<file path="src/rtl/tlvx_pkg.sv">
// Shared types, tag and code constants, and helpers for the TLV application-info extractor.
`timescale 1ns / 1ps
`default_nettype none
package tlvx_pkg;

	localparam logic [7:0] TAG_TEMPLATE     = 8'hA4;
	localparam logic [7:0] TAG_PREINIT      = 8'h80;
	localparam logic [7:0] TAG_INST_ID      = 8'h8F;
	localparam logic [7:0] TAG_PUBKEY       = 8'h80;
	localparam logic [7:0] TAG_KEY_ID       = 8'h8E;
	localparam logic [7:0] TAG_INTEGER      = 8'h02;
	localparam logic [7:0] LEN_EXT1         = 8'h81;
	localparam logic [7:0] LEN_EXT2         = 8'h82;

	localparam logic [2:0] FIELD_INSTANCE_UID = 3'd0;
	localparam logic [2:0] FIELD_PUBLIC_KEY   = 3'd1;
	localparam logic [2:0] FIELD_VERSION      = 3'd2;
	localparam logic [2:0] FIELD_SLOTS        = 3'd3;
	localparam logic [2:0] FIELD_KEY_UID      = 3'd4;
	localparam logic [2:0] FIELD_NONE         = 3'd7;

	localparam logic ITEM_VALUE   = 1'b0;
	localparam logic ITEM_SUMMARY = 1'b1;

	localparam logic [1:0] CARD_PREINIT  = 2'd0;
	localparam logic [1:0] CARD_TEMPLATE = 2'd1;
	localparam logic [1:0] CARD_WRONG    = 2'd2;

	localparam logic [4:0] PREINIT_MASK = 5'b00010;

	localparam int OUTQ_DEPTH = 8;

	typedef struct packed {
		logic        item_kind;
		logic [2:0]  field_code;
		logic [15:0] byte_offset;
		logic [7:0]  value_byte;
		logic [4:0]  complete_mask;
		logic [1:0]  card_state;
		logic        final_item;
	} result_t;

	typedef struct packed {
		logic    value_valid;
		result_t value_item;
		logic    summary_valid;
		result_t summary_item;
	} step_out_t;

	function automatic logic [2:0] field_of(logic [7:0] tag, logic [1:0] int_count);
		logic [2:0] f;
		f = FIELD_NONE;
		case (tag)
			TAG_INST_ID:  f = FIELD_INSTANCE_UID;
			TAG_PUBKEY:   f = FIELD_PUBLIC_KEY;
			TAG_KEY_ID:   f = FIELD_KEY_UID;
			TAG_INTEGER: begin
				if (int_count == 2'd1) f = FIELD_VERSION;
				else if (int_count == 2'd2) f = FIELD_SLOTS;
				else f = FIELD_NONE;
			end
			default: f = FIELD_NONE;
		endcase
		return f;
	endfunction

endpackage
`default_nettype wire

</file>
<file path="src/rtl/tlvx_parser.sv">
// Parser state registers and the single-step TLV walk for one response word.
`timescale 1ns / 1ps
`default_nettype none
module tlvx_parser (
	input  wire logic              clk,
	input  wire logic              arst_n,
	input  wire logic              step_en,
	input  wire logic [7:0]        byte_in,
	input  wire logic              end_in,
	output tlvx_pkg::step_out_t    step_out
);

	typedef enum logic [2:0] {
		OP_FIRST, OP_PRESKIP, OP_PREKEY, OP_LEN, OP_LEN81, OP_LEN82H, OP_LEN82L, OP_BODY
	} outer_t;

	typedef enum logic [2:0] {
		IP_TAG, IP_LEN, IP_LEN81, IP_LEN82H, IP_LEN82L, IP_VALUE
	} inner_t;

	outer_t      outer_q, outer_n;
	inner_t      inner_q, inner_n;
	logic [15:0] tmpl_rem_q, tmpl_rem_n;
	logic [7:0]  child_tag_q, child_tag_n;
	logic [15:0] child_rem_q, child_rem_n;
	logic [15:0] child_off_q, child_off_n;
	logic [4:0]  seen_q, seen_n;
	logic [4:0]  done_q, done_n;
	logic [1:0]  int_count_q, int_count_n;
	logic [1:0]  card_q, card_n;

	logic        do_start;
	logic [15:0] start_len;
	logic        do_finish;
	logic [2:0]  cur_field;
	logic [2:0]  fin_field;
	logic [4:0]  seen_bit;
	logic        under_cap;
	logic        fin_ok;
	logic [4:0]  sum_mask;

	always_comb begin
		outer_n     = outer_q;
		inner_n     = inner_q;
		tmpl_rem_n  = tmpl_rem_q;
		child_tag_n = child_tag_q;
		child_rem_n = child_rem_q;
		child_off_n = child_off_q;
		seen_n      = seen_q;
		done_n      = done_q;
		int_count_n = int_count_q;
		card_n      = card_q;
		do_start    = 1'b0;
		start_len   = 16'd0;
		do_finish   = 1'b0;
		fin_ok      = 1'b0;
		sum_mask    = 5'd0;
		step_out    = '0;

		cur_field = tlvx_pkg::field_of(child_tag_q, int_count_q);
		if (cur_field == tlvx_pkg::FIELD_VERSION) under_cap = (child_off_q < 16'd2);
		else if (cur_field == tlvx_pkg::FIELD_SLOTS) under_cap = (child_off_q < 16'd1);
		else under_cap = 1'b1;

		if (byte_in == tlvx_pkg::TAG_INST_ID) seen_bit = 5'b00001;
		else if (byte_in == tlvx_pkg::TAG_PUBKEY) seen_bit = 5'b00010;
		else seen_bit = 5'b10000;

		case (outer_q)
			OP_FIRST: begin
				if (byte_in == tlvx_pkg::TAG_PREINIT) begin
					card_n  = tlvx_pkg::CARD_PREINIT;
					outer_n = OP_PRESKIP;
				end else if (byte_in == tlvx_pkg::TAG_TEMPLATE) begin
					card_n  = tlvx_pkg::CARD_TEMPLATE;
					outer_n = OP_LEN;
				end else begin
					card_n     = tlvx_pkg::CARD_WRONG;
					tmpl_rem_n = 16'd0;
					outer_n    = OP_BODY;
				end
			end
			OP_PRESKIP: begin
				child_off_n = 16'd0;
				outer_n     = OP_PREKEY;
			end
			OP_PREKEY: begin
				step_out.value_valid            = 1'b1;
				step_out.value_item.item_kind   = tlvx_pkg::ITEM_VALUE;
				step_out.value_item.field_code  = tlvx_pkg::FIELD_PUBLIC_KEY;
				step_out.value_item.byte_offset = child_off_q;
				step_out.value_item.value_byte  = byte_in;
				child_off_n = child_off_q + 16'd1;
			end
			OP_LEN: begin
				if (byte_in == tlvx_pkg::LEN_EXT1) outer_n = OP_LEN81;
				else if (byte_in == tlvx_pkg::LEN_EXT2) outer_n = OP_LEN82H;
				else begin
					tmpl_rem_n = {8'd0, byte_in};
					outer_n    = OP_BODY;
				end
			end
			OP_LEN81: begin
				tmpl_rem_n = {8'd0, byte_in};
				outer_n    = OP_BODY;
			end
			OP_LEN82H: begin
				tmpl_rem_n = {byte_in, 8'd0};
				outer_n    = OP_LEN82L;
			end
			OP_LEN82L: begin
				tmpl_rem_n = {tmpl_rem_q[15:8], byte_in};
				outer_n    = OP_BODY;
			end
			default: begin
				if (tmpl_rem_q != 16'd0) begin
					tmpl_rem_n = tmpl_rem_q - 16'd1;
					case (inner_q)
						IP_TAG: begin
							child_tag_n = byte_in;
							if (byte_in == tlvx_pkg::TAG_INST_ID ||
							    byte_in == tlvx_pkg::TAG_PUBKEY ||
							    byte_in == tlvx_pkg::TAG_KEY_ID) begin
								if ((seen_q & seen_bit) != 5'd0) child_tag_n = 8'd0;
								else seen_n = seen_q | seen_bit;
							end else if (byte_in == tlvx_pkg::TAG_INTEGER) begin
								if (int_count_q != 2'd3) int_count_n = int_count_q + 2'd1;
							end
							inner_n = IP_LEN;
						end
						IP_LEN: begin
							if (byte_in == tlvx_pkg::LEN_EXT1) inner_n = IP_LEN81;
							else if (byte_in == tlvx_pkg::LEN_EXT2) inner_n = IP_LEN82H;
							else begin
								do_start  = 1'b1;
								start_len = {8'd0, byte_in};
							end
						end
						IP_LEN81: begin
							do_start  = 1'b1;
							start_len = {8'd0, byte_in};
						end
						IP_LEN82H: begin
							child_rem_n = {byte_in, 8'd0};
							inner_n     = IP_LEN82L;
						end
						IP_LEN82L: begin
							do_start  = 1'b1;
							start_len = {child_rem_q[15:8], byte_in};
						end
						IP_VALUE: begin
							if (cur_field != tlvx_pkg::FIELD_NONE && under_cap) begin
								step_out.value_valid            = 1'b1;
								step_out.value_item.item_kind   = tlvx_pkg::ITEM_VALUE;
								step_out.value_item.field_code  = cur_field;
								step_out.value_item.byte_offset = child_off_q;
								step_out.value_item.value_byte  = byte_in;
							end
							child_off_n = child_off_q + 16'd1;
							child_rem_n = child_rem_q - 16'd1;
							if (child_rem_n == 16'd0) do_finish = 1'b1;
						end
						default: begin
							inner_n = IP_TAG;
						end
					endcase
				end
			end
		endcase

		if (do_start) begin
			child_rem_n = start_len;
			child_off_n = 16'd0;
			if (start_len == 16'd0) do_finish = 1'b1;
			else inner_n = IP_VALUE;
		end

		fin_field = tlvx_pkg::field_of(child_tag_q, int_count_q);
		if (do_finish) begin
			fin_ok = (fin_field != tlvx_pkg::FIELD_NONE);
			if (fin_field == tlvx_pkg::FIELD_VERSION && child_off_n < 16'd2) fin_ok = 1'b0;
			if (fin_field == tlvx_pkg::FIELD_SLOTS && child_off_n < 16'd1) fin_ok = 1'b0;
			if (fin_ok) done_n = done_n | (5'b00001 << fin_field);
			inner_n = IP_TAG;
		end

		if (end_in) begin
			if (card_n == tlvx_pkg::CARD_PREINIT) sum_mask = tlvx_pkg::PREINIT_MASK;
			else if (card_n == tlvx_pkg::CARD_TEMPLATE) sum_mask = done_n;
			else sum_mask = 5'd0;
			step_out.summary_valid              = 1'b1;
			step_out.summary_item.item_kind     = tlvx_pkg::ITEM_SUMMARY;
			step_out.summary_item.complete_mask = sum_mask;
			step_out.summary_item.card_state    = card_n;
			step_out.summary_item.final_item    = 1'b1;
			outer_n     = OP_FIRST;
			inner_n     = IP_TAG;
			tmpl_rem_n  = 16'd0;
			child_tag_n = 8'd0;
			child_rem_n = 16'd0;
			child_off_n = 16'd0;
			seen_n      = 5'd0;
			done_n      = 5'd0;
			int_count_n = 2'd0;
			card_n      = 2'd0;
		end

		if (!step_en) step_out = '0;
	end

	always_ff @(posedge clk or negedge arst_n) begin
		if (!arst_n) begin
			outer_q     <= OP_FIRST;
			inner_q     <= IP_TAG;
			tmpl_rem_q  <= 16'd0;
			child_tag_q <= 8'd0;
			child_rem_q <= 16'd0;
			child_off_q <= 16'd0;
			seen_q      <= 5'd0;
			done_q      <= 5'd0;
			int_count_q <= 2'd0;
			card_q      <= 2'd0;
		end else if (step_en) begin
			outer_q     <= outer_n;
			inner_q     <= inner_n;
			tmpl_rem_q  <= tmpl_rem_n;
			child_tag_q <= child_tag_n;
			child_rem_q <= child_rem_n;
			child_off_q <= child_off_n;
			seen_q      <= seen_n;
			done_q      <= done_n;
			int_count_q <= int_count_n;
			card_q      <= card_n;
		end
	end

	assert property (@(posedge clk) disable iff (!arst_n)
		step_en && end_in |=> outer_q == OP_FIRST && done_q == 5'd0 && seen_q == 5'd0)
		else $error("parser did not return to its reset state after the last word");

	assert property (@(posedge clk) disable iff (!arst_n)
		step_out.value_valid |-> step_en && (outer_q == OP_PREKEY || inner_q == IP_VALUE))
		else $error("value byte produced outside a value phase");

	assert property (@(posedge clk) disable iff (!arst_n)
		step_out.value_valid && step_out.value_item.field_code == tlvx_pkg::FIELD_VERSION
		|-> step_out.value_item.byte_offset < 16'd2)
		else $error("version byte emitted beyond its two-byte cap");

endmodule
`default_nettype wire

</file>
<file path="src/rtl/tlvx_outq.sv">
// Result queue that takes up to two results per cycle and hands out one per cycle.
`timescale 1ns / 1ps
`default_nettype none
module tlvx_outq #(
	parameter int DEPTH = tlvx_pkg::OUTQ_DEPTH
) (
	input  wire logic                       clk,
	input  wire logic                       arst_n,
	input  wire logic [1:0]                 push_cnt,
	input  wire tlvx_pkg::result_t          push_d0,
	input  wire tlvx_pkg::result_t          push_d1,
	input  wire logic                       pop,
	output tlvx_pkg::result_t               head_d,
	output logic                            not_empty,
	output logic [$clog2(DEPTH+1)-1:0]      level
);

	localparam int PW = $clog2(DEPTH);
	localparam int CW = $clog2(DEPTH + 1);

	tlvx_pkg::result_t entries_q [DEPTH];
	logic [PW-1:0]     head_q;
	logic [PW-1:0]     tail_q;
	logic [CW-1:0]     count_q;
	logic [PW-1:0]     tail_p1;
	logic [PW-1:0]     tail_p2;

	function automatic logic [PW-1:0] ptr_next(logic [PW-1:0] p);
		return (p == PW'(DEPTH - 1)) ? '0 : p + PW'(1);
	endfunction

	assign tail_p1   = ptr_next(tail_q);
	assign tail_p2   = ptr_next(tail_p1);
	assign head_d    = entries_q[head_q];
	assign not_empty = (count_q != CW'(0));
	assign level     = count_q;

	always_ff @(posedge clk) begin
		if (push_cnt != 2'd0) entries_q[tail_q] <= push_d0;
		if (push_cnt == 2'd2) entries_q[tail_p1] <= push_d1;
	end

	always_ff @(posedge clk or negedge arst_n) begin
		if (!arst_n) begin
			head_q  <= '0;
			tail_q  <= '0;
			count_q <= '0;
		end else begin
			if (pop) head_q <= ptr_next(head_q);
			if (push_cnt == 2'd2) tail_q <= tail_p2;
			else if (push_cnt == 2'd1) tail_q <= tail_p1;
			count_q <= count_q + CW'(push_cnt) - CW'(pop);
		end
	end

	assert property (@(posedge clk) disable iff (!arst_n)
		count_q <= CW'(DEPTH))
		else $error("result queue overflow");

	assert property (@(posedge clk) disable iff (!arst_n)
		pop |-> not_empty)
		else $error("pop from an empty result queue");

	assert property (@(posedge clk) disable iff (!arst_n)
		not_empty && head_d.final_item |-> head_d.item_kind == tlvx_pkg::ITEM_SUMMARY)
		else $error("final flag on a value item");

endmodule
`default_nettype wire

</file>
<file path="src/rtl/tlv_application_info_extractor_core.sv">
// Top level of the TLV application-info extractor: input register, parser and result queue.
// An accepted word is registered in the input stage; a last word may queue two results.
// One word per cycle while in_stall is low; results drain one per cycle while out_stall is low.
// The input stalls while the result queue lacks room for two results from each word in flight.
// Reset (arst_n low) clears the parser state, the input stage valid and the queue pointers.
// After reset the block expects the first word of a response.
`timescale 1ns / 1ps
`default_nettype none
module tlv_application_info_extractor_core #(
	parameter int OUTQ_DEPTH = tlvx_pkg::OUTQ_DEPTH
) (
	input  wire logic        clk,
	input  wire logic        arst_n,
	input  wire logic        in_valid,
	output logic             in_stall,
	input  wire logic [7:0]  data_byte,
	input  wire logic        end_of_response,
	output logic             out_valid,
	input  wire logic        out_stall,
	output logic             item_kind,
	output logic [2:0]       field_code,
	output logic [15:0]      byte_offset,
	output logic [7:0]       value_byte,
	output logic [4:0]       complete_mask,
	output logic [1:0]       card_state,
	output logic             final_item
);

	localparam int CW = $clog2(OUTQ_DEPTH + 1);

	logic                valid_s1;
	logic [7:0]          byte_s1;
	logic                end_s1;
	logic                in_accept;
	logic                pop;
	logic [1:0]          push_cnt;
	logic [CW:0]         room_need;
	logic [CW-1:0]       level;
	tlvx_pkg::step_out_t step_out;
	tlvx_pkg::result_t   push_d0;
	tlvx_pkg::result_t   push_d1;
	tlvx_pkg::result_t   head_d;

	assign room_need = {1'b0, level} + (valid_s1 ? (CW+1)'(2) : (CW+1)'(0));
	assign in_stall  = (room_need > (CW+1)'(OUTQ_DEPTH - 2));
	assign in_accept = in_valid && !in_stall;

	always_ff @(posedge clk or negedge arst_n) begin
		if (!arst_n) begin
			valid_s1 <= 1'b0;
		end else begin
			valid_s1 <= in_accept;
		end
	end

	always_ff @(posedge clk) begin
		if (in_accept) begin
			byte_s1 <= data_byte;
			end_s1  <= end_of_response;
		end
	end

	tlvx_parser u_parser (
		.clk      (clk),
		.arst_n   (arst_n),
		.step_en  (valid_s1),
		.byte_in  (byte_s1),
		.end_in   (end_s1),
		.step_out (step_out)
	);

	always_comb begin
		push_cnt = 2'd0;
		push_d0  = step_out.value_item;
		push_d1  = step_out.summary_item;
		if (step_out.value_valid && step_out.summary_valid) begin
			push_cnt = 2'd2;
		end else if (step_out.value_valid) begin
			push_cnt = 2'd1;
		end else if (step_out.summary_valid) begin
			push_cnt = 2'd1;
			push_d0  = step_out.summary_item;
		end
	end

	assign pop = out_valid && !out_stall;

	tlvx_outq #(
		.DEPTH (OUTQ_DEPTH)
	) u_outq (
		.clk       (clk),
		.arst_n    (arst_n),
		.push_cnt  (push_cnt),
		.push_d0   (push_d0),
		.push_d1   (push_d1),
		.pop       (pop),
		.head_d    (head_d),
		.not_empty (out_valid),
		.level     (level)
	);

	assign item_kind     = head_d.item_kind;
	assign field_code    = head_d.field_code;
	assign byte_offset   = head_d.byte_offset;
	assign value_byte    = head_d.value_byte;
	assign complete_mask = head_d.complete_mask;
	assign card_state    = head_d.card_state;
	assign final_item    = head_d.final_item;

	assert property (@(posedge clk) disable iff (!arst_n)
		valid_s1 && end_s1 |-> step_out.summary_valid)
		else $error("last word of a response produced no summary");

	assert property (@(posedge clk) disable iff (!arst_n)
		step_out.summary_valid |-> valid_s1 && end_s1)
		else $error("summary produced without a last word");

	assert property (@(posedge clk) disable iff (!arst_n)
		pop && level == CW'(1) && push_cnt == 2'd0 |=> !out_valid)
		else $error("result queue shows a word after draining");

endmodule
`default_nettype wire
</file>
<file path="config.mk">
export PLATFORM = sky130hd
export DESIGN_NAME = tlv_application_info_extractor_core
export DESIGN_NICKNAME = d
export VERILOG_FILES = /design/src/rtl/tlvx_pkg.sv /design/src/rtl/tlvx_parser.sv /design/src/rtl/tlvx_outq.sv /design/src/rtl/tlv_application_info_extractor_core.sv
export SDC_FILE = /design/constraint.sdc
export NUM_CORES = 1
export LEC_CHECK = 0
export ABC_AREA = 1
export BUFFER_PORTS_ARGS = -buffer_cell sky130_fd_sc_hd__buf_2
export CORE_MARGIN = 2
export CORE_UTILIZATION = 25
export CTS_BUF_LIST = sky130_fd_sc_hd__clkbuf_8
export DETAILED_ROUTE_END_ITERATION = 10
export PLACE_DENSITY = 0.48
export SLEW_MARGIN = 20
export SYNTH_ARGS = -nofsm -noshare
export SYNTH_HDL_FRONTEND = slang
export SYNTH_SLANG_ARGS = --single-unit
</file>
<file path="constraint.sdc">
create_clock -name clk -period 11.5 [get_ports clk]
set_clock_uncertainty 0.05 [all_clocks]
set_input_delay 1.15 -clock clk [delete_from_list [all_inputs] [get_ports clk]]
set_output_delay 1.15 -clock clk [all_outputs]
set_load 0.02 [all_outputs]
</file>
After elaboration in Yosys (flattened, before gate mapping)
Memory sizes are Yosys's and may differ from the RTL's.
Cells that the tools add are included.
Word-level totals
  RAM bits: 288
  bits of input ports: 13
  bits in registers: 96
  logic and storage cells: 234
  output and inout port bits: 38
  memories kept: 1
Memories
  u_outq.entries_q: words 8, width 36, rd ports 1, clocked after memory_dff 0, wr ports 2, line tlvx_outq.sv:21  | tlvx_pkg::result_t entries_q [DEPTH];
Operators by class
  reductions and logical operators: 44
  shift-type cells: 1
  mux-type cells: 109
  add/subtract/negate cells: 10
  order comparisons: 5
  bitwise gates (word level): 3
  equality and inequality tests: 44
Operator list (number)
  $mux W16: 17
  $mux W36: 3
  $pmux W16 S3: 2
  $pmux W16 S6: 1
  $mux W29: 3
  $mux W74: 1
  $eq A8 B8 Y1 const B: 9
  $mux W5: 13
  $mux W8: 8
  $pmux W29 S2: 1
  $mux W3: 19
  $logic_not A16 Y1: 2
  $lt A16 B1 Y1 const B: 2
  $lt A16 B2 Y1 const B: 2
  $pmux W16 S2: 1
  $sub A16 B1 Y16 const B: 2
  $mux W2: 15
  $eq A3 B3 Y1 const B: 8
  $pmux W3 S4: 2
  $mux W1: 21
  $eq A3 B2 Y1 const B: 6
  $add A16 B1 Y16 const B: 1
  $eq A8 B2 Y1 const B: 2
  $reduce_bool A16 Y1: 1
  39 further kinds: 74

Logic depth before layout (Yosys ltp)
Gate-level depths: netlist of run 1.
  depth in word-level cells: 24
  mapped depth: 21

Modules after synthesis
From an unflattened synthesis of run 1, not the netlist that was laid out.
Unflattened totals
  cell total of the unflattened synthesis: 3288
  area, all modules: 24415.9 µm²
By module, submodules not included
  tlvx_outq: area each 16826.1 µm², instances 1, cells an instance 2130, sequential area each 8898.5 µm²
  tlvx_parser: area each 6658.9 µm², instances 1, cells an instance 1013, sequential area each 1851.8 µm²
  tlv_application_info_extractor_core: area each 930.9 µm², instances 1, cells an instance 145, sequential area each 295.3 µm²

Least setup slack after synthesis of run 1
Ideal clock, no wire load.
  path type: reg2reg
  start point: register u_parser.tmpl_rem_q[0]
  end point: memory u_outq.entries_q[2][1] (netlist name), enable pin
  setup slack: 7.674 ns
  arrival time: 3.400 ns
  cell stages (with the launch flop): 19
  data required time: 11.074 ns
  setup time: 0.376 ns
  cell sequence: dfrtp_1 inv_1 ha_1 nand2_4 nor2_4 nand3_4 buf_6 nand2_8 buf_8 nor3_2 nand4_2 nand2_4 buf_6 ha_1 clkinv_1 nor2_1 nand3_1 o21ai_1 clkbuf_1
RTL lines
  start, declared: line tlvx_parser.sv:23  | logic [15:0] tmpl_rem_q, tmpl_rem_n;
  start signal, assigned: line tlvx_parser.sv:226  | tmpl_rem_q <= tmpl_rem_n;
  end, declared: line tlvx_outq.sv:21

==> run_summary.xml, run 1 <==
<?xml version="1.0" encoding="UTF-8"?>
<metrics>
  <group name="status">
    <metric name="outcome" unit="">complete, no violations</metric>
  </group>
  <group name="setup_path">
    <metric name="worst-path-max-fanout" unit="">35</metric>
    <metric name="critical_path.cell_chain" unit="">nand3_1 -&gt; inv_1 -&gt; nand2_8 -&gt; nor3_2 -&gt; nand4_2 -&gt; nand2_4 -&gt; inv_2 -&gt; ha_1 -&gt; nor2_1 -&gt; inv_1 -&gt; nor2_1 -&gt; clkinv_1 -&gt; nand2_1 -&gt; buf_4</metric>
    <metric name="reg2reg_to" unit="">u_outq.entries_q[5][2]</metric>
    <metric name="worst_setup_path_end_kind" unit="">flip-flop</metric>
    <metric name="critPathTopFamily" unit="">buffers and inverters</metric>
    <metric name="arrival_time_of_the_worst_setup_path" unit="ps">6060</metric>
    <metric name="highest_delay_cell_along_the_critical_path" unit="">inv_1</metric>
    <metric name="worst-path-buf-inv" unit="">5</metric>
    <metric name="worstSetupStartpointType" unit="">flip-flop</metric>
    <metric name="r2r-start" unit="">u_parser.inner_q[2]</metric>
    <metric name="timing_worst_setup_path_type" unit="">flip-flop to flip-flop</metric>
    <metric name="critical_path_depth" unit="">14</metric>
    <metric name="rr_worst_depth" unit="">14</metric>
    <metric name="critPathRequiredTime" unit="ps">11730</metric>
    <metric name="rrSetupSlack" unit="ps">5680</metric>
    <metric name="crit_path_max_incr_delay" unit="ps">900</metric>
  </group>
  <group name="finish">
    <metric name="layout-area-overhead-vs-synth" unit="%">13.70</metric>
    <metric name="nets" unit="">2496</metric>
    <metric name="final_layout_size_suffix_gt1_share" unit="%">10.38</metric>
    <metric name="layout_commonest_cell" unit="">nand2_1</metric>
    <metric name="final_cells" unit="">3486</metric>
    <metric name="layout.filler_cells" unit="">8125</metric>
    <metric name="finalCoreUtilization" unit="%">28.80</metric>
    <metric name="layout_common_cells" unit="">nand2_1, inv_1, nor2_1, dfxtp_1, o21ai_0</metric>
    <metric name="stdcell_area" unit="um^2">21480</metric>
  </group>
  <group name="timing">
    <metric name="layout_min_cycle_time" unit="ps">5825</metric>
    <metric name="finalHoldViolations" unit="">0</metric>
    <metric name="max_freq" unit="MHz">171.7</metric>
    <metric name="timing.max_slew.rel_slack" unit="%">25.30</metric>
    <metric name="fin_ws" unit="ps">5675</metric>
    <metric name="totalNegativeSetupSlack" unit="ps">0</metric>
    <metric name="rsz0062_at_grt" unit="">no</metric>
    <metric name="min_period_over_period" unit="%">50.65</metric>
    <metric name="report.final.setup_viol" unit="">0</metric>
    <metric name="max_slew.worst_pin.slew" unit="ps">1113</metric>
    <metric name="hold-worst-slack" unit="ps">401.3</metric>
    <metric name="slew_viol_final" unit="">0</metric>
  </group>
  <group name="synth">
    <metric name="synth.net_count" unit="">2488</metric>
    <metric name="postSynthRegisterBits" unit="">374</metric>
    <metric name="synth_sequential_area_ratio" unit="%">45.75</metric>
    <metric name="netlist_instances" unit="">2449</metric>
    <metric name="post-synth-top-area-fraction" unit="%">22.89</metric>
    <metric name="ys.flop_type" unit="">dfxtp_1</metric>
    <metric name="yosysTopAreaCell" unit="">dfxtp_1</metric>
    <metric name="synth_top_family_by_area" unit="">compound AO/OA/AOI/OAI gates</metric>
    <metric name="muxShareOfSynthArea" unit="%">0.1192</metric>
    <metric name="syn_area_per_cell" unit="um^2">7.714</metric>
    <metric name="synth-async-reset-ratio" unit="%">22.73</metric>
    <metric name="netlist-cell-type-count" unit="">56</metric>
    <metric name="synth.cell_area" unit="um^2">18890</metric>
    <metric name="synth_warnings" unit="">0</metric>
    <metric name="synthTopCellsByArea" unit="">dfxtp_1, edfxtp_1, dfrtp_1</metric>
    <metric name="area_fraction_in_compound_gates_after_synthesis" unit="%">21.47</metric>
    <metric name="post_synth_fa_ha_maj_area_fraction" unit="%">1.762</metric>
    <metric name="synthSimpleGateAreaFrac" unit="%">20.42</metric>
    <metric name="synth-edff-count" unit="">73</metric>
    <metric name="parity_gate_share_of_the_synthesized_area_counting_xor_and_xnor_cells" unit="%">0.6027</metric>
  </group>
  <group name="min_path">
    <metric name="min-delay-path-class" unit="">primary input to asynchronous set/reset pin</metric>
  </group>
  <group name="clock_network">
    <metric name="numCtsBuffers" unit="">70</metric>
    <metric name="clock_sink_count" unit="">374</metric>
    <metric name="cts.clk_slew.worst_paths" unit="ps">70</metric>
    <metric name="tritoncts" unit="">built</metric>
    <metric name="postCtsResizedCells" unit="">0</metric>
    <metric name="insertion_delay" unit="ps">680</metric>
    <metric name="cts_htree_levels" unit="">3</metric>
    <metric name="cts.root.buffer_cell" unit="">clkbuf_8</metric>
    <metric name="postCtsSetupRepairBufs" unit="">0</metric>
    <metric name="ctsHoldBuffers" unit="">0</metric>
    <metric name="clockBufferDepth" unit="">3</metric>
  </group>
  <group name="routing">
    <metric name="drt_iter0_drc" unit="">1315</metric>
    <metric name="final_antenna_net_count" unit="">0</metric>
    <metric name="wirelength" unit="um">62080</metric>
    <metric name="route.detailed.wl_per_inst" unit="um">17.81</metric>
    <metric name="drc_errors" unit="">0</metric>
    <metric name="via_count_of_the_routed_design" unit="">17260</metric>
    <metric name="drt_first_pass_iters" unit="">5</metric>
    <metric name="post_drt_via_cell_ratio" unit="">4.951</metric>
  </group>
  <group name="die">
    <metric name="die_area" unit="um^2">77780</metric>
    <metric name="coreArea" unit="um^2">74570</metric>
    <metric name="die_h" unit="um">278.9</metric>
    <metric name="io-pin-count" unit="">51</metric>
    <metric name="num_rows" unit="">100</metric>
    <metric name="start_util" unit="%">25.33</metric>
    <metric name="die_x" unit="um">278.9</metric>
  </group>
  <group name="grt">
    <metric name="antenna_violations_before_repair" unit="">2</metric>
    <metric name="grt_use_total" unit="%">15.81</metric>
    <metric name="grt_overflow" unit="">0</metric>
    <metric name="grt_first_pass_wirelength" unit="um">97120</metric>
    <metric name="first_global_vias" unit="">16950</metric>
    <metric name="pin_count_of_the_biggest_net_entering_global_routing" unit="">79</metric>
  </group>
  <group name="placement">
    <metric name="placed_cell_area" unit="um^2">20010</metric>
    <metric name="routabilityCongestion" unit="">0.8676</metric>
    <metric name="dpl_wire_length" unit="um">40630</metric>
    <metric name="placed_cells" unit="">3354</metric>
    <metric name="io_buffer_count" unit="">50</metric>
    <metric name="preCtsSetupSlack" unit="ps">6197</metric>
  </group>
  <group name="power">
    <metric name="pwr_density_cell" unit="nW/um^2">273.6</metric>
    <metric name="leakage_power" unit="nW">9.151</metric>
    <metric name="vdd_drop_max" unit="uV">88.26</metric>
    <metric name="p_total" unit="mW">5.877</metric>
  </group>
  <group name="run">
    <metric name="cap_viol_max_count" unit="">0</metric>
  </group>
</metrics>
## where the power goes
part	switching, mW	internal, mW
combinational	1.76	0.802
clock	0.606	0.741
sequential	0.245	1.73
total	2.61	3.27
## state kept, by name, indices dropped and copies added, names as in the netlist, 4 cells and up
| name | flops |
|---|---|
| u_parser.child_tag_q | 8 |
| u_outq.entries_q | 280 |
| byte_s1 | 8 |
| u_parser.child_rem_q | 16 |
| u_parser.child_off_q | 16 |
| u_parser.done_q | 5 |
| u_parser.tmpl_rem_q | 16 |
| u_outq.level | 4 |
## logic make-up after synthesis
family | Yosys count
muxes | 2
DFF | 374
xor gates and xnor gates | 13
and+or+nand+nor | 860
AOI/OAI and AO/OA | 706
adders and majority gates | 26
buffers and inverters | 468
## cell usage after synthesis, types with 2 or more instances
master,n
nand2_4,15
buf_4,6
edfxtp_1,73
xnor2_1,2
o21a_1,3
nor2_1,238
nor2_4,6
nand2_1,352
clkbuf_1,101
a31oi_1,40
a22oi_1,3
inv_2,9
nand3_1,169
o32ai_1,2
o21bai_1,2
a21o_1,4
xor2_1,11
nand2_2,20
mux2_2,2
ha_1,25
nor3_2,2
nor2_8,2
o21ai_1,44
nor4_1,4
o211ai_1,4
nor3_1,12
clkinv_1,5
o211a_1,3
a221oi_1,28
buf_6,7
inv_1,314
o31ai_1,8
buf_2,17
o21ai_0,216
a21oi_1,137
dfrtp_1,85
or2_2,2
buf_1,8
nand4_1,15
dfxtp_1,216
nand3_2,2
o22ai_1,206
nor2_2,16
## routing by layer
layer / global-route usage, % / up-vias / routed length (um)
met3: 2.644 / 124 / 3185
met2: 26.29 / 477 / 29070
met4: 4.908 / 0 / 1443
met5: 0 / - / 0
met1: 20.89 / 8273 / 28380
li1: - / 8385 / -
## worst max-delay path by stage
| stage | startpoint | endpoint | slack [ps] |
|---|---|---|---|
| global placement | u_parser.inner_q[2] | u_outq.entries_q[0][5] | 6080 |
| global route | u_parser.inner_q[2] | u_outq.entries_q[5][2] | 5160 |
| finish | u_parser.inner_q[2] | u_outq.entries_q[5][2] | 5680 |
| CTS | u_parser.inner_q[2] | u_outq.entries_q[5][2] | 6160 |
| floorplan | u_parser.tmpl_rem_q[0] | u_outq.entries_q[2][1] | 7670 |
| detailed placement | u_parser.inner_q[2] | u_outq.entries_q[1][1] | 6200 |
## final cells by class
| class | instances | area [um^2] | area share (%) |
|---|---|---|---|
| sequential | 374 | 8651 | 40.27 |
| tap | 969 | 1212 | 5.645 |
| timing repair buffer | 76 | 483.0 | 2.248 |
| clock inverter | 48 | 350.3 | 1.631 |
| multi-input combinational | 1607 | 8428 | 39.24 |
| inverter | 328 | 1232 | 5.738 |
| antenna | 3 | 7.507 | 0.03495 |
| clock buffer | 81 | 1115 | 5.190 |
Power figures use the tool's default switching activity.
==> run 2, diff against run 1 <==
PLACE_DENSITY = 0.49   (was 0.48)
clock period = 5.3 ns   (was 11.5 ns; I/O delays follow)
==> run_summary.xml, run 2 (same netlist as run 1, synthesis figures left out) <==
<?xml version="1.0" encoding="UTF-8"?>
<metrics>
  <group name="finish">
    <metric name="nets" unit="">2509</metric>
    <metric name="max_ffs_per_register" unit="">280</metric>
    <metric name="layout_commonest_cell" unit="">nand2_1</metric>
    <metric name="registers.top_by_ff_count" unit="">u_outq.entries_q</metric>
    <metric name="finalCoreUtilization" unit="%">28.72</metric>
    <metric name="layout-area-overhead-vs-synth" unit="%">13.38</metric>
    <metric name="layout_common_cells" unit="">nand2_1, inv_1, nor2_1, dfxtp_1, o21ai_0</metric>
    <metric name="final_layout_size_suffix_gt1_share" unit="%">10.25</metric>
  </group>
  <group name="grt">
    <metric name="grt_first_pass_wirelength" unit="um">94620</metric>
    <metric name="antenna_violations_before_repair" unit="">1</metric>
    <metric name="first_global_vias" unit="">16160</metric>
    <metric name="grt_overflow" unit="">0</metric>
    <metric name="pin_count_of_the_biggest_net_entering_global_routing" unit="">86</metric>
    <metric name="grt_use_total" unit="%">15.39</metric>
  </group>
  <group name="setup_path">
    <metric name="crit_path_max_incr_delay" unit="ps">690</metric>
    <metric name="critical_path.cell_chain" unit="">nand2_2 -&gt; nor2_8 -&gt; inv_1 -&gt; nor3_2 -&gt; nand4_2 -&gt; nand2_4 -&gt; inv_2 -&gt; ha_1 -&gt; nor2_1 -&gt; inv_1 -&gt; nor2_1 -&gt; clkinv_2 -&gt; nand2_1</metric>
    <metric name="arrival_time_of_the_worst_setup_path" unit="ps">4670</metric>
    <metric name="worst_setup_path_end_kind" unit="">flip-flop</metric>
    <metric name="highest_delay_cell_along_the_critical_path" unit="">clkinv_2</metric>
    <metric name="r2r-start" unit="">u_parser.outer_q[2]</metric>
    <metric name="critPathRequiredTime" unit="ps">5540</metric>
    <metric name="worst-path-max-fanout" unit="">56</metric>
    <metric name="worst-path-buf-inv" unit="">4</metric>
    <metric name="timing_worst_setup_path_type" unit="">flip-flop to flip-flop</metric>
    <metric name="worstSetupStartpointType" unit="">flip-flop</metric>
    <metric name="critPathTopFamily" unit="">simple AND/OR/NAND/NOR gates</metric>
    <metric name="critical_path.startpoint" unit="">u_parser.outer_q[2]</metric>
  </group>
  <group name="die">
    <metric name="coreArea" unit="um^2">74570</metric>
    <metric name="die_x" unit="um">278.9</metric>
    <metric name="num_rows" unit="">100</metric>
    <metric name="die_h" unit="um">278.9</metric>
    <metric name="start_util" unit="%">25.33</metric>
    <metric name="die_area" unit="um^2">77780</metric>
    <metric name="io-pin-count" unit="">51</metric>
  </group>
  <group name="min_path">
    <metric name="min-delay-path-class" unit="">primary input to flip-flop</metric>
    <metric name="worst_hold_startpoint" unit="">out_stall</metric>
  </group>
  <group name="clock_network">
    <metric name="postCtsSetupRepairBufs" unit="">0</metric>
    <metric name="cts.root.buffer_cell" unit="">clkbuf_8</metric>
    <metric name="clock_sink_count" unit="">374</metric>
    <metric name="cts_htree_levels" unit="">3</metric>
    <metric name="postCtsResizedCells" unit="">0</metric>
    <metric name="clockBufferDepth" unit="">3</metric>
    <metric name="tritoncts" unit="">built</metric>
    <metric name="numCtsBuffers" unit="">69</metric>
    <metric name="cts.clk_slew.worst_paths" unit="ps">60</metric>
    <metric name="ctsHoldBuffers" unit="">10</metric>
    <metric name="insertion_delay" unit="ps">640</metric>
  </group>
  <group name="power">
    <metric name="leakage_power" unit="nW">9.103</metric>
    <metric name="pwr_density_cell" unit="nW/um^2">580.6</metric>
    <metric name="vdd_drop_max" unit="uV">200.2</metric>
  </group>
  <group name="placement">
    <metric name="io_buffer_count" unit="">50</metric>
    <metric name="dpl_wire_length" unit="um">39340</metric>
    <metric name="routabilityCongestion" unit="">0.8417</metric>
  </group>
  <group name="routing">
    <metric name="via_count_of_the_routed_design" unit="">16820</metric>
    <metric name="final_antenna_net_count" unit="">0</metric>
    <metric name="drt_first_pass_iters" unit="">5</metric>
    <metric name="route.detailed.wl_per_inst" unit="um">17.28</metric>
    <metric name="drc_errors" unit="">0</metric>
    <metric name="wirelength" unit="um">60240</metric>
    <metric name="post_drt_via_cell_ratio" unit="">4.825</metric>
    <metric name="drt_iter0_drc" unit="">1089</metric>
  </group>
  <group name="timing">
    <metric name="min_period_over_period" unit="%">83.63</metric>
    <metric name="max_freq" unit="MHz">225.6</metric>
    <metric name="layout_min_cycle_time" unit="ps">4432</metric>
    <metric name="finalHoldViolations" unit="">0</metric>
    <metric name="max_slew.worst_pin.slew" unit="ps">986.6</metric>
    <metric name="slew_viol_final" unit="">0</metric>
    <metric name="totalNegativeSetupSlack" unit="ps">0</metric>
    <metric name="report.final.setup_viol" unit="">0</metric>
    <metric name="rsz0062_at_grt" unit="">no</metric>
    <metric name="timing.max_slew.rel_slack" unit="%">33.78</metric>
  </group>
  <group name="run">
    <metric name="cap_viol_max_count" unit="">0</metric>
  </group>
  <group name="status">
    <metric name="outcome" unit="">complete, no violations</metric>
  </group>
</metrics>
run 2: changes by cell type in the layout (fill, tap and decap cells not counted), sizes merged:
| cell | previous run | this run |
|---|---|---|
| dlygate4sd3 | 0 | 10 |
| clkbuf | 81 | 74 |
| buf | 76 | 80 |
| bufinv | 4 | 1 |
| clkinv | 16 | 18 |
| diode | 3 | 1 |
| inv | 354 | 352 |
| clkinvlp | 2 | 1 |
run 2: metrics by stage:
step | worst slack (ps) | cell area, um^2 | hold slack, ps | std cells | power (mW)
6_report | 867.9 | 21420 | 210.3 | 3487 | 12.44
5_1_grt | 456.1 | 21420 | 194.2 | 3487 | 13.41
4_1_cts | 1109 | 21390 | 170.4 | 3485 | 12.58
3_5_place_dp | 1120 | 20010 | 409.4 | 3357 | 9.864
3_3_place_gp | 1168 | 20010 | 405.5 | 3357 | 9.854
2_1_floorplan | 1474 | 18890 | 184.4 | 2449 | 8.118
run 2: layout make-up:
class	count	area, um^2
Antenna cell	1	2.502
Clock buffer	74	1018
Clock inverter	44	256.5
Fill cell	8184	53150
Inverter	328	1234
Multi-Input combinational cell	1607	8433
Sequential cell	374	8651
Tap cell	969	1212
Timing Repair Buffer	90	610.6
run 2: worst reg2reg max path: cells and delay by family (launching register included):
family,cells,cell delay [ps]
simple gates,8,2070
fa+ha+maj,1,210
flops,1,520
buf+inv,4,1250
run 2: where the power goes:
part | total [mW] | internal [mW] | switching (mW)
clock network | 2.66 | 1.35 | 1.31
registers | 4.29 | 3.75 | 0.549
logic | 5.48 | 1.75 | 3.72
total | 12.4 | 6.85 | 5.59
run 2: path summary, 6_finish.rpt:
check                                         endpoint  slack [ps]  cells past startpoint
worst max-delay path            u_outq.entries_q[7][0]         870                     13
worst min-delay path                  u_outq.head_q[2]         210                      4
worst max register to register  u_outq.entries_q[7][0]         870                     13
worst min register to register  u_outq.entries_q[0][8]         420                      2
max in group asynchronous             u_outq.head_q[1]        3740                      3
min in group asynchronous       u_parser.tmpl_rem_q[8]         500                      2
run 2: layer usage:
| layer | global-route usage [%] | up-vias | share of wire, % |
|---|---|---|---|
| li1 | - | 8405 | - |
| met1 | 20.99 | 7946 | 47 |
| met3 | 2.795 | 103 | 4.5 |
| met4 | 4.756 | 0 | 2.6 |
| met2 | 24.64 | 370 | 46 |
| met5 | 0 | - | 0 |
==> run 3, diff against run 2 <==
clock period = 4.03 ns   (was 5.3 ns; I/O delays follow)
==> run_summary.xml, run 3 (same netlist as run 1, synthesis figures left out) <==
<?xml version="1.0" encoding="UTF-8"?>
<metrics>
  <group name="status">
    <metric name="outcome" unit="">complete, no violations</metric>
  </group>
  <group name="min_path">
    <metric name="min-delay-path-class" unit="">primary input to flip-flop</metric>
    <metric name="worst_hold_startpoint" unit="">out_stall</metric>
    <metric name="hold_depth" unit="">4</metric>
    <metric name="whs_endpoint" unit="">u_outq.head_q[2]</metric>
  </group>
  <group name="power">
    <metric name="pwr_density_cell" unit="nW/um^2">754.5</metric>
    <metric name="p_int" unit="mW">9.055</metric>
    <metric name="pwr-share-comb" unit="%">44.9</metric>
    <metric name="share_clk_of_total_power" unit="%">20.8</metric>
    <metric name="swShare" unit="%">44.71</metric>
    <metric name="leakage_power" unit="nW">9.289</metric>
    <metric name="seq_power_share" unit="%">34.3</metric>
    <metric name="vdd_drop_max" unit="uV">258.3</metric>
    <metric name="power.switching" unit="mW">7.322</metric>
  </group>
  <group name="grt">
    <metric name="grt_use_total" unit="%">15.73</metric>
    <metric name="most_utilized_layer_in_the_global_route_result" unit="">met2</metric>
    <metric name="grt_first_pass_wirelength" unit="um">96010</metric>
    <metric name="grt_overflow" unit="">0</metric>
    <metric name="antenna_violations_before_repair" unit="">1</metric>
    <metric name="met1_track_utilization_from_global_routing" unit="%">20.91</metric>
    <metric name="met3_usage" unit="%">2.753</metric>
    <metric name="met2_usage" unit="%">25.51</metric>
    <metric name="pin_count_of_the_biggest_net_entering_global_routing" unit="">70</metric>
    <metric name="first_global_vias" unit="">16310</metric>
  </group>
  <group name="setup_path">
    <metric name="r2r-start" unit="">u_parser.child_tag_q[5]</metric>
    <metric name="timing_worst_setup_path_type" unit="">flip-flop to flip-flop</metric>
    <metric name="critical_path.cell_chain" unit="">nor2_1 -&gt; nand3_1 -&gt; nor4_1 -&gt; or2_1 -&gt; nand2_1 -&gt; nand3_1 -&gt; nand4_2 -&gt; nand2_4 -&gt; inv_2 -&gt; ha_1 -&gt; nor2_1 -&gt; inv_1 -&gt; o21ai_4 -&gt; buf_12 -&gt; o22ai_1</metric>
    <metric name="critPathRequiredTime" unit="ps">4490</metric>
    <metric name="worst-path-max-fanout" unit="">22</metric>
    <metric name="highest_delay_cell_along_the_critical_path" unit="">o21ai_4</metric>
    <metric name="critical_path.startpoint" unit="">u_parser.child_tag_q[5]</metric>
    <metric name="rrSetupSlack" unit="ps">320</metric>
    <metric name="worst_setup_path_end_kind" unit="">flip-flop</metric>
    <metric name="reg2reg_to" unit="">u_outq.entries_q[6][23]</metric>
    <metric name="worstSetupStartpointType" unit="">flip-flop</metric>
    <metric name="crit_path_max_incr_delay" unit="ps">740</metric>
    <metric name="arrival_time_of_the_worst_setup_path" unit="ps">4180</metric>
    <metric name="rr_worst_depth" unit="">15</metric>
  </group>
  <group name="clock_network">
    <metric name="cts.clk_slew.worst_paths" unit="ps">60</metric>
    <metric name="cts.root.buffer_cell" unit="">clkbuf_8</metric>
    <metric name="cts_htree_levels" unit="">3</metric>
    <metric name="insertion_delay" unit="ps">660</metric>
    <metric name="postCtsSetupRepairBufs" unit="">0</metric>
    <metric name="numCtsBuffers" unit="">69</metric>
    <metric name="postCtsResizedCells" unit="">0</metric>
    <metric name="tritoncts" unit="">built</metric>
    <metric name="clock_sink_count" unit="">374</metric>
    <metric name="clockBufferDepth" unit="">3</metric>
  </group>
  <group name="finish">
    <metric name="finalCoreUtilization" unit="%">29.11</metric>
    <metric name="layout_commonest_cell" unit="">nand2_1</metric>
    <metric name="max_ffs_per_register" unit="">280</metric>
    <metric name="final_layout_size_suffix_gt1_share" unit="%">11.25</metric>
    <metric name="layout_common_cells" unit="">nand2_1, inv_1, nor2_1, dfxtp_1, o21ai_0</metric>
    <metric name="registers.top_by_ff_count" unit="">u_outq.entries_q</metric>
    <metric name="nets" unit="">2538</metric>
    <metric name="layout.filler_cells" unit="">8132</metric>
    <metric name="layout-area-overhead-vs-synth" unit="%">14.90</metric>
  </group>
  <group name="timing">
    <metric name="min_period_over_period" unit="%">92.11</metric>
    <metric name="report.final.setup_viol" unit="">0</metric>
    <metric name="hold-worst-slack" unit="ps">103.9</metric>
    <metric name="slew_viol_final" unit="">0</metric>
    <metric name="max_freq" unit="MHz">269.4</metric>
    <metric name="rsz0062_at_grt" unit="">no</metric>
    <metric name="layout_min_cycle_time" unit="ps">3712</metric>
    <metric name="timing.max_slew.rel_slack" unit="%">34.80</metric>
    <metric name="max_slew.worst_pin.slew" unit="ps">978.0</metric>
    <metric name="fin_ws" unit="ps">318.1</metric>
    <metric name="totalNegativeSetupSlack" unit="ps">0</metric>
    <metric name="finalHoldViolations" unit="">0</metric>
  </group>
  <group name="placement">
    <metric name="preCtsSetupSlack" unit="ps">336.2</metric>
    <metric name="routabilityCongestion" unit="">0.8477</metric>
    <metric name="dpl_wire_length" unit="um">40040</metric>
    <metric name="io_buffer_count" unit="">50</metric>
  </group>
  <group name="die">
    <metric name="coreArea" unit="um^2">74570</metric>
    <metric name="die_area" unit="um^2">77780</metric>
    <metric name="num_rows" unit="">100</metric>
    <metric name="start_util" unit="%">25.33</metric>
    <metric name="io-pin-count" unit="">51</metric>
    <metric name="die_x" unit="um">278.9</metric>
    <metric name="die_h" unit="um">278.9</metric>
  </group>
  <group name="routing">
    <metric name="drt_iter0_drc" unit="">1223</metric>
    <metric name="wirelength" unit="um">61840</metric>
    <metric name="route.detailed.wl_per_inst" unit="um">17.57</metric>
    <metric name="post_drt_via_cell_ratio" unit="">4.831</metric>
    <metric name="via_count_of_the_routed_design" unit="">17010</metric>
    <metric name="final_antenna_net_count" unit="">0</metric>
    <metric name="drt_first_pass_iters" unit="">6</metric>
    <metric name="drc_errors" unit="">0</metric>
  </group>
  <group name="run">
    <metric name="cap_viol_max_count" unit="">0</metric>
  </group>
</metrics>
[run 3: final cells by class]
type / count / area [um^2] / share of cell area (%)
clock buffers: 74 / 1018 / 4.692
multi-input cells: 1608 / 8442 / 38.89
repair buffers: 118 / 900.9 / 4.150
well taps: 969 / 1212 / 5.586
clock inverters: 48 / 246.5 / 1.136
flip-flops and latches: 374 / 8651 / 39.85
inverters: 328 / 1232 / 5.678
diodes: 1 / 2.502 / 0.01153
[run 3: worst max-delay path by stage]
stage / endpoint / depth (start not counted)
CTS: u_outq.entries_q[2][24] / 15
floorplan: u_outq.entries_q[6][0] / 18
global route: u_outq.entries_q[6][23] / 15
finish: u_outq.entries_q[6][23] / 15
global placement: u_outq.entries_q[2][20] / 15
detailed placement: u_outq.entries_q[2][20] / 15
[run 3: stage by stage]
stage | instance area, um^2 | std cells | total power, mW
3_3_place_gp | 20330 | 3386 | 13.04
5_1_grt | 21710 | 3520 | 17.70
4_1_cts | 21690 | 3518 | 16.56
2_1_floorplan | 18890 | 2449 | 10.68
6_report | 21710 | 3520 | 16.38
3_5_place_dp | 20330 | 3386 | 13.05
[run 3: repair_timing]
item                                    in CTS  in global routing
hold endpoints to repair                    77                  0
hold buffers                                10                  0
endpoints found under the setup margin       0                  5
[run 3: power groups by stage]
| stage | sequential (mW) | clock, mW | combinational, mW |
|---|---|---|---|
| 6_report | 5.61 | 3.41 | 7.35 |
| 5_1_grt | 5.73 | 3.71 | 8.26 |
| 4_1_cts | 5.60 | 3.54 | 7.42 |
| 3_5_place_dp | 5.67 | 0 | 7.38 |
| 3_3_place_gp | 5.66 | 0 | 7.38 |
| 2_1_floorplan | 5.35 | 0 | 5.33 |
[run 3: critical path, delay by kind of cell, from the launching register on]
| kind | cells | cell delay, ps |
|---|---|---|
| flops | 1 | 380 |
| buf+inv | 3 | 580 |
| compound gates | 2 | 820 |
| simple gates | 9 | 1550 |
| fa+ha+maj | 1 | 180 |
[run 3: layer usage]
metal / vias up / wire length (um)
li1: 8468 / -
met1: 8066 / 28690
met2: 363 / 28600
met3: 108 / 2666
met4: 0 / 1879
met5: - / 0
